===== src/rtl/core/packed_symmetric_matrix_store_top_macros.svh =====
// ---------------------------------------------------------------------------
// Assertion macros for the packed symmetric matrix store
// Shared forms for the concurrent checks at the end of the top level.
// ---------------------------------------------------------------------------
`ifndef PACKED_SYMMETRIC_MATRIX_STORE_TOP_MACROS_SVH
`define PACKED_SYMMETRIC_MATRIX_STORE_TOP_MACROS_SVH

// Same-cycle implication, sampled on clk, off while rst is high
`define PSMS_ASSERT_NOW(name, ante, cons, msg) \
  name: assert property (@(posedge clk) disable iff (rst) (ante) |-> (cons)) \
    else $error(msg);

// Next-cycle implication, sampled on clk, off while rst is high
`define PSMS_ASSERT_NEXT(name, ante, cons, msg) \
  name: assert property (@(posedge clk) disable iff (rst) (ante) |=> (cons)) \
    else $error(msg);

`endif


===== src/rtl/core/psms_pkg.sv =====
// ---------------------------------------------------------------------------
// psms_pkg
// Types, codes and the row-base helper shared by the matrix store files.
// ---------------------------------------------------------------------------
`default_nettype none

package psms_pkg;

  // Field widths
  localparam int IDX_W     = 6;
  localparam int DIM_REG_W = 7;
  localparam int OPERAND_W = 32;
  localparam int DATA_W    = 32;

  // Row-base helper covers vertex numbers up to 2047
  localparam int TRI_ARG_W = 11;
  localparam int TRI_RES_W = 21;

  localparam logic [DIM_REG_W-1:0] DIM_RESET = 7'd64;

  // Command codes
  typedef enum logic [1:0] {
    FUNC_READ  = 2'd0,
    FUNC_WRITE = 2'd1,
    FUNC_SUB   = 2'd2,
    FUNC_SWAP  = 2'd3
  } func_t;

  localparam logic STATUS_DONE   = 1'b0;
  localparam logic STATUS_REJECT = 1'b1;

  typedef struct packed {
    func_t                func;
    logic [IDX_W-1:0]     index_a;
    logic [IDX_W-1:0]     index_b;
    logic [OPERAND_W-1:0] operand_value;
  } cmd_t;

  typedef struct packed {
    logic [DATA_W-1:0] read_data;
    logic              status;
  } rsp_t;

  // Swap walker control from the top-level sequencer
  typedef struct packed {
    logic start;
    logic step;
  } walk_ctl_t;

  // First packed offset of row n: n*(n-1)/2
  function automatic logic [TRI_RES_W-1:0] tri_base(input logic [TRI_ARG_W-1:0] n);
    logic [2*TRI_ARG_W-1:0] prod;
    prod = (n == '0) ? '0 : n * (n - 1'b1);
    return prod[TRI_RES_W:1];
  endfunction

endpackage

`default_nettype wire


===== src/rtl/core/psms_swap_walk.sv =====
// ---------------------------------------------------------------------------
// psms_swap_walk
// Steps through the cell pairs that a vertex swap exchanges: the columns
// below the smaller vertex, the span between the two, and the rows above
// the larger one. Gives the two packed offsets of the current pair.
// ---------------------------------------------------------------------------
`default_nettype none

module psms_swap_walk import psms_pkg::*; #(
  parameter int DW     = 7,
  parameter int ADDR_W = 11
) (
  input  wire logic                  clk,
  input  wire logic                  rst,
  input  wire walk_ctl_t             ctl,
  input  wire logic [IDX_W-1:0]      lo,
  input  wire logic [IDX_W-1:0]      hi,
  input  wire logic [DW-1:0]         dim,
  output      logic [ADDR_W-1:0]     addr_p,
  output      logic [ADDR_W-1:0]     addr_q,
  output      logic                  done
);

  typedef enum logic [2:0] {
    PH_LOW  = 3'b001,
    PH_MID  = 3'b010,
    PH_HIGH = 3'b100
  } phase_t;

  phase_t                ph, ph_next;
  logic [DW-1:0]         idx, idx_next;
  logic                  done_next;
  logic [TRI_RES_W-1:0]  tri_lo, tri_hi;
  logic [TRI_RES_W-1:0]  tri_i;
  logic [TRI_RES_W-1:0]  off_p, off_q;
  logic [DW-1:0]         lo_ext, hi_ext;

  assign lo_ext = DW'(lo);
  assign hi_ext = DW'(hi);

  // Next position, skipping the diagonal columns and empty ranges
  always_comb begin
    if (ctl.start) begin
      ph_next  = PH_LOW;
      idx_next = '0;
    end else begin
      ph_next  = ph;
      idx_next = idx + 1'b1;
    end
    done_next = 1'b0;
    if (ph_next == PH_LOW && idx_next >= lo_ext) begin
      ph_next  = PH_MID;
      idx_next = lo_ext + 1'b1;
    end
    if (ph_next == PH_MID && idx_next >= hi_ext) begin
      ph_next  = PH_HIGH;
      idx_next = hi_ext + 1'b1;
    end
    if (ph_next == PH_HIGH && idx_next >= dim) begin
      done_next = 1'b1;
    end
  end

  // Position registers
  always_ff @(posedge clk) begin
    if (rst) begin
      ph   <= PH_LOW;
      idx  <= '0;
      done <= 1'b1;
    end else if (ctl.start || ctl.step) begin
      ph   <= ph_next;
      idx  <= idx_next;
      done <= done_next;
    end
  end

  // Row bases of the two vertices stay fixed for the whole swap
  always_ff @(posedge clk) begin
    if (ctl.start) begin
      tri_lo <= tri_base(TRI_ARG_W'(lo));
      tri_hi <= tri_base(TRI_ARG_W'(hi));
    end
  end

  assign tri_i = tri_base(TRI_ARG_W'(idx));

  // Offsets of the pair at the current position
  always_comb begin
    case (ph)
      PH_LOW: begin
        off_p = tri_lo + TRI_RES_W'(idx);
        off_q = tri_hi + TRI_RES_W'(idx);
      end
      PH_MID: begin
        off_p = tri_i + TRI_RES_W'(lo);
        off_q = tri_hi + TRI_RES_W'(idx);
      end
      default: begin
        off_p = tri_i + TRI_RES_W'(lo);
        off_q = tri_i + TRI_RES_W'(hi);
      end
    endcase
  end

  assign addr_p = off_p[ADDR_W-1:0];
  assign addr_q = off_q[ADDR_W-1:0];

endmodule

`default_nettype wire


===== config.mk =====
export PLATFORM = sky130hd
export DESIGN_NAME = psms_swap_walk
export DESIGN_NICKNAME = d
export VERILOG_FILES = /design/src/rtl/core/packed_symmetric_matrix_store_top_macros.svh /design/src/rtl/core/psms_pkg.sv /design/src/rtl/core/psms_swap_walk.sv
export SDC_FILE = /design/constraint.sdc
export NUM_CORES = 1
export LEC_CHECK = 0
export ABC_AREA = 1
export BUFFER_PORTS_ARGS = -buffer_cell sky130_fd_sc_hd__buf_2
export CORE_MARGIN = 1
export CORE_UTILIZATION = 30
export CTS_BUF_LIST = sky130_fd_sc_hd__clkbuf_8
export DETAILED_ROUTE_END_ITERATION = 6
export RECOVER_POWER = 100
export REMOVE_ABC_BUFFERS = 1
export SLEW_MARGIN = 20
export SYNTH_ARGS = -nofsm -noshare
export SYNTH_HDL_FRONTEND = slang
export SYNTH_SLANG_ARGS = --single-unit

===== constraint.sdc =====
create_clock -name clk -period 4.8 [get_ports clk]
set_input_delay 0 -clock clk [delete_from_list [all_inputs] [get_ports clk]]
set_output_delay 0 -clock clk [all_outputs]
set_load 0.005 [all_outputs]

# Word level (Yosys, flattened, before mapping)
# Cells that the tools add are included.
dict set report totals {
  register_bits 33
  word_cells 44
  output_inout_bits 23
}
dict set report op_classes {
  n_reduce_logical 8
  muxes 10
  eq_ne 5
  n_lt_le_gt_ge 3
  add_sub_neg 10
  multipliers 3
}
# op count
set op_table {}
lappend op_table {{$mul A7 B7 Y12} 2}
lappend op_table {{$add A11 B6 Y11} 2}
lappend op_table {{$add A11 B7 Y11} 2}
lappend op_table {{$mux W11} 2}
lappend op_table {{$mux W7} 3}
lappend op_table {{$add A6 B1 Y7 const B} 2}
lappend op_table {{$ge A7 B6 Y1} 2}
lappend op_table {{$sub A6 B1 Y7 const B} 2}
lappend op_table {{$logic_not A6 Y1} 2}
lappend op_table {{$mul A8 B8 Y12} 1}
lappend op_table {{$mux W12} 1}
lappend op_table {{$mux W3} 3}
lappend op_table {{$sub A7 B1 Y8 const B} 1}
lappend op_table {{$add A7 B1 Y7 const B} 1}
lappend op_table {{$ge A7 B7 Y1} 1}
lappend op_table {{$logic_not A7 Y1} 1}
lappend op_table {{$eq A3 B1 Y1 const B} 2}
lappend op_table {{$eq A3 B2 Y1 const B} 2}
lappend op_table {{$eq A3 B3 Y1 const B} 1}
lappend op_table {{$logic_and A1 B1 Y1} 3}
lappend op_table {{$reduce_or A2 Y1} 1}
lappend op_table {{$logic_or A1 B1 Y1} 1}
lappend op_table {{$mux W1} 1}

# Longest topological paths before layout
dict set report logic_depth {
  word_depth 11
  depth_mapped 39
  depth_no_buf 37
}

# Worst setup path after synthesis
# No wires, ideal clock.
dict set report synth_path {
  path_kind {register to output}
  from {reg idx[0]}
  to {out addr_q[10]}
  n_path_buf 1
  path_stages_with_launch 25
  path_slack_ps -439
  t_arrival_ps 5239
  cell_sequence {dfxtp_1 -> buf_4 -> clkinv_1 -> ha_1 -> nand3_1 -> ha_1 -> or2_2 -> fa_1 -> inv_1 -> ha_1 -> inv_1 -> fa_1 -> fa_1 -> inv_1 -> ha_1 -> o21a_1 -> ha_1 -> nand2_1 -> o21ai_0 -> nand2_1 -> nor2_1 -> inv_1 -> nand2_1 -> nand3_1 -> nand2_1}
}
dict set report synth_via {
  elab_chain_len 5
}
# item line
set synth_lines {}
lappend synth_lines {{start: declaration} psms_swap_walk.sv:31} ;# logic [DW-1:0] idx, idx_next;
lappend synth_lines {{start signal: assignment} psms_swap_walk.sv:72} ;# idx <= idx_next;
lappend synth_lines {{$sub A7 B1 Y8} psms_pkg.sv:53} ;# prod = (n == '0) ? '0 : n * (n - 1'b1);
lappend synth_lines {{$mul A8 B8 Y12} psms_pkg.sv:53}
lappend synth_lines {{$mux W12} psms_pkg.sv:53}
lappend synth_lines {{$add A11 B6 Y11} psms_swap_walk.sv:100} ;# off_q = tri_i + TRI_RES_W'(hi);
lappend synth_lines {{$mux W11 (*)} -}
lappend synth_lines {{end: declaration} psms_swap_walk.sv:20} ;# output logic [ADDR_W-1:0] addr_q,
# Every way passes the cells marked *; elsewhere a longest branch is shown, timed or not.

# Worst setup path in the final report
dict set report layout_path {
  from {reg idx[1]}
  to {out addr_q[10]}
}
# Same word-level chain as after synthesis.

==> summary.md <==
| Metric | Value |
|---|---|
| Status | complete, but fails checks |
| Failing checks | negative setup slack |
| Storage element area | 894.6 um2 |
| Slew at the pin closest to its max-slew limit | roughly 0.66 ns |
| Drt first pass iters | 5 |
| H-tree levels | 2 |
| Power Total | 4.418 mW |
| Synth-to-Final Area Change | 32.68% |
| Final Skew | slightly below 0.006 ns |
| Complex-gate fraction of the synthesized area | 9.506% |
| Inst Count DP | 1644 |
| Via density per instance | 4.668 |
| Met2 WL | 11880 um |
| Met1 WL | around 11000 um |
| Fill count | 2724 |
| Number of global-route vias before repair | ~8.0k |
| Root Driver | clkbuf_8 |
| Area occupied by multi-input gates | 7246 um2 |
| Main combinational cell family by area after synthesis | adder cells |
| Worst skew pair latency | 0.29 ns |
| Number of synthesized flops with an enable pin | 22 |
| Post-synthesis register bit count | 33 |
| Antenna Violating Nets Remaining | 0 |
| Peak VDD IR | 0.2625 mV |
| Wire length on met3 | 500 um |
| FP Rows | 60 |
| Worst-path clk slew | 0.07 ns |
| Die Span Y | 168.4 um |
| Layout cells sized above 1 | 27.98% |
| Core Footprint | 27030 um2 |
| Nets | 1584 |
| Largest net degree at the start of global routing | 17 |
| CTS tree | yes |
| CP Capture Type | output port |
| Final Slew Violations | 0 |
| Setup Viol. Count Final | 12 |
| Setup CP Type | flop to output port |
| Mapped Area | 8305 um2 |
| Max-slew headroom | 55.84% |
| Finished Layout Cells | 1674 |
| Mapped Cells | roughly 1.2k |
| Diode count | 0 |
| Uppermost routed layer | met4 |
| Initial Util | between 30% and 40% |
| PnR worst setup slack | -0.2767 ns |
| Cell area after layout | 11020 um2 |
| First-pass GRT wire length | around 39000 um |
| Worst Setup Start Kind | flop |
| Post-synthesis simple-gate area fraction | 22.75% |
| Congestion Overflow GR | 0 |
| Ys flop type | edfxtp_1 |
| Worst Path Arrival | 5.08 ns |
| Initial antenna violation count | 0 |
| Sequential share of the synthesized area | about a tenth |
| Residual DRC count | 0 |
| CP max FO | 6 |
| Final Cycle Share | 105.8% |
| RePlAce Congestion | 0.8926 |
| Die area | ~28000 um2 |
| Most frequent cells in the layout | inv_1, nand2_1, ha_1 |
| Detailed Place HPWL | 19730 um |
| DP Area | 9751 um2 |
| Synth Area in Adders | just over 40% |
| Die W | 168.4 um |
| Util after Layout | 40.77% |
| HP Class | primary input to flop |
| Hold Violations, Final | 0 |
| GRT Resource Usage Total | 17.00% |
| P_leak | 5.904 nW |
| Synth Area in XOR/XNOR | 2.953% |
| Clk sinks | 33 |
| Yosys warnings | 0 |
| Yosys cell types | between 40 and 50 |
| TritonCTS Buffers | 5 |
| Routed WL | about 24000 um |
| WL/cell | 14.32 um |
| RSZ-0062 raised after global routing | yes |
| PwrDens | approximately 400 nW/um2 |
| Max Buffers Root-to-Sink | 2 |
| Port buffer count | 45 |
| Starting DRT DRC Count | 291 |
| Mean Syn Cell Area | 7.178 um2 |
| Final critical-path required period | slightly above 5 ns |
| Vias after detailed routing | 7815 |
| Most common cell after layout, fill and taps aside | inv_1 |
| Fmax | 0.1970 GHz |
| FFs w/ async S/R, synth | 0% |
| # IOs | 46 |
| Max-Cap Viols | 0 |
| Post-synthesis mux area share | 0% |
| Crit path required time | 4.80 ns |
-- cells by family (layout without fill, tap and decap cells) --
logic type               Yosys count  in the layout
adder cells (fa/ha/maj)          229            229
flip-flops                        33             33
buffers and inverters            283            458
AND/OR/NAND/NOR                  439            440
AO/OA/AOI/OAI                    145            145
XOR/XNOR                          28             28
-- power breakdown --
group / switching, mW / internal (mW) / total, mW
Sequential: 0.0396 / 0.419 / 0.458
Clock: 0.103 / 0.113 / 0.216
Combinational: 2.05 / 1.69 / 3.74
Total: 2.20 / 2.22 / 4.42
-- what timing repair did --
action,in CTS,in global routing
endpoints found under the hold margin,1,0
resized for setup,180,80
setup endpoints to repair,16,16
pin swaps,93,43
setup buffers,21,6
hold buffers,1,0
gates cloned,1,0
-- worst max-delay path, stage by stage, from the launching register on --
cell and delay, ns:
dfxtp_4 0.37, inv_4 0.06, ha_4 0.15, buf_6 0.11, inv_4 0.03, ha_4 0.25, inv_4 0.08, nand2_1 0.08
fa_1 0.45, fa_1 0.49, inv_1 0.05, fa_1 0.49, inv_2 0.04, fa_1 0.48, inv_2 0.04, ha_4 0.32
a21oi_2 0.08, or2_4 0.25, nand4_1 0.07, nand2_1 0.07, nor2_2 0.14, nand2_2 0.09, buf_6 0.12, nor2_4 0.10
nand4_1 0.09, nand3_1 0.09, nand2_1 0.05, buf_2 0.12
-- per-stage QoR --
step	TNS [ns]	setup WS, ns	hold WS [ns]
global route	-5.378	-0.4955	0.2543
finish	-1.948	-0.2767	0.2062
floorplan	-4.036	-0.5208	0.09554
CTS	-1.507	-0.2006	0.1937
detailed placement	-4.244	-0.4931	0.2956
global placement	-3.523	-0.4245	0.3010
-- path summary, 6_finish.rpt --
path                              from    endpoint  slack (ns)  cells after the start
worst max-delay path            idx[1]  addr_q[10]       -0.28                     27
worst min-delay path            ctl[0]       ph[1]        0.21                      4
worst max register to register  idx[1]        done        0.06                     35
worst min register to register    done        done        0.57                      2
-- layer usage --
| layer | vias up | track usage, % |
|---|---|---|
| li1 | 3991 | - |
| met1 | 3662 | 20.87 |
| met2 | 118 | 31.01 |
| met3 | 44 | 1.034 |
| met4 | 0 | 6.482 |
| met5 | - | 0 |
-- synth_stat cells, drive strengths merged, types with 3 or more instances --
master | count | area share, %
nand3b | 3 | 0.27
a21o | 3 | 0.27
buf | 5 | 0.44
xnor2 | 13 | 1.4
inv | 266 | 12
fa | 74 | 18
or2 | 7 | 0.53
clkinv | 3 | 0.14
a31oi | 6 | 0.45
dfxtp | 11 | 2.7
nand2 | 225 | 10
clkbuf | 9 | 0.41
nor3 | 6 | 0.50
o31ai | 4 | 0.36
xor2 | 15 | 1.6
ha | 155 | 23
nand4 | 10 | 0.75
o21ai | 57 | 3.6
edfxtp | 22 | 8.0
nand3 | 65 | 4.5
nor2 | 120 | 5.6
a21oi | 66 | 4.0
-- registers in the layout (all words and copies together) (netlist names) --
register / count
tri_hi: 11
tri_lo: 11
idx: 7
ph: 3
done: 1
-- cell type report --
type | instances | share of cell area, %
inverter | 269 | 9.356
tap | 341 | 3.872
clock buffer | 6 | 0.7494
timing repair buffer | 181 | 12.08
sequential | 33 | 8.119
clock inverter | 2 | 0.06813
multi-input combinational | 842 | 65.75
Note: power is estimated with default switching activity, not from simulation.
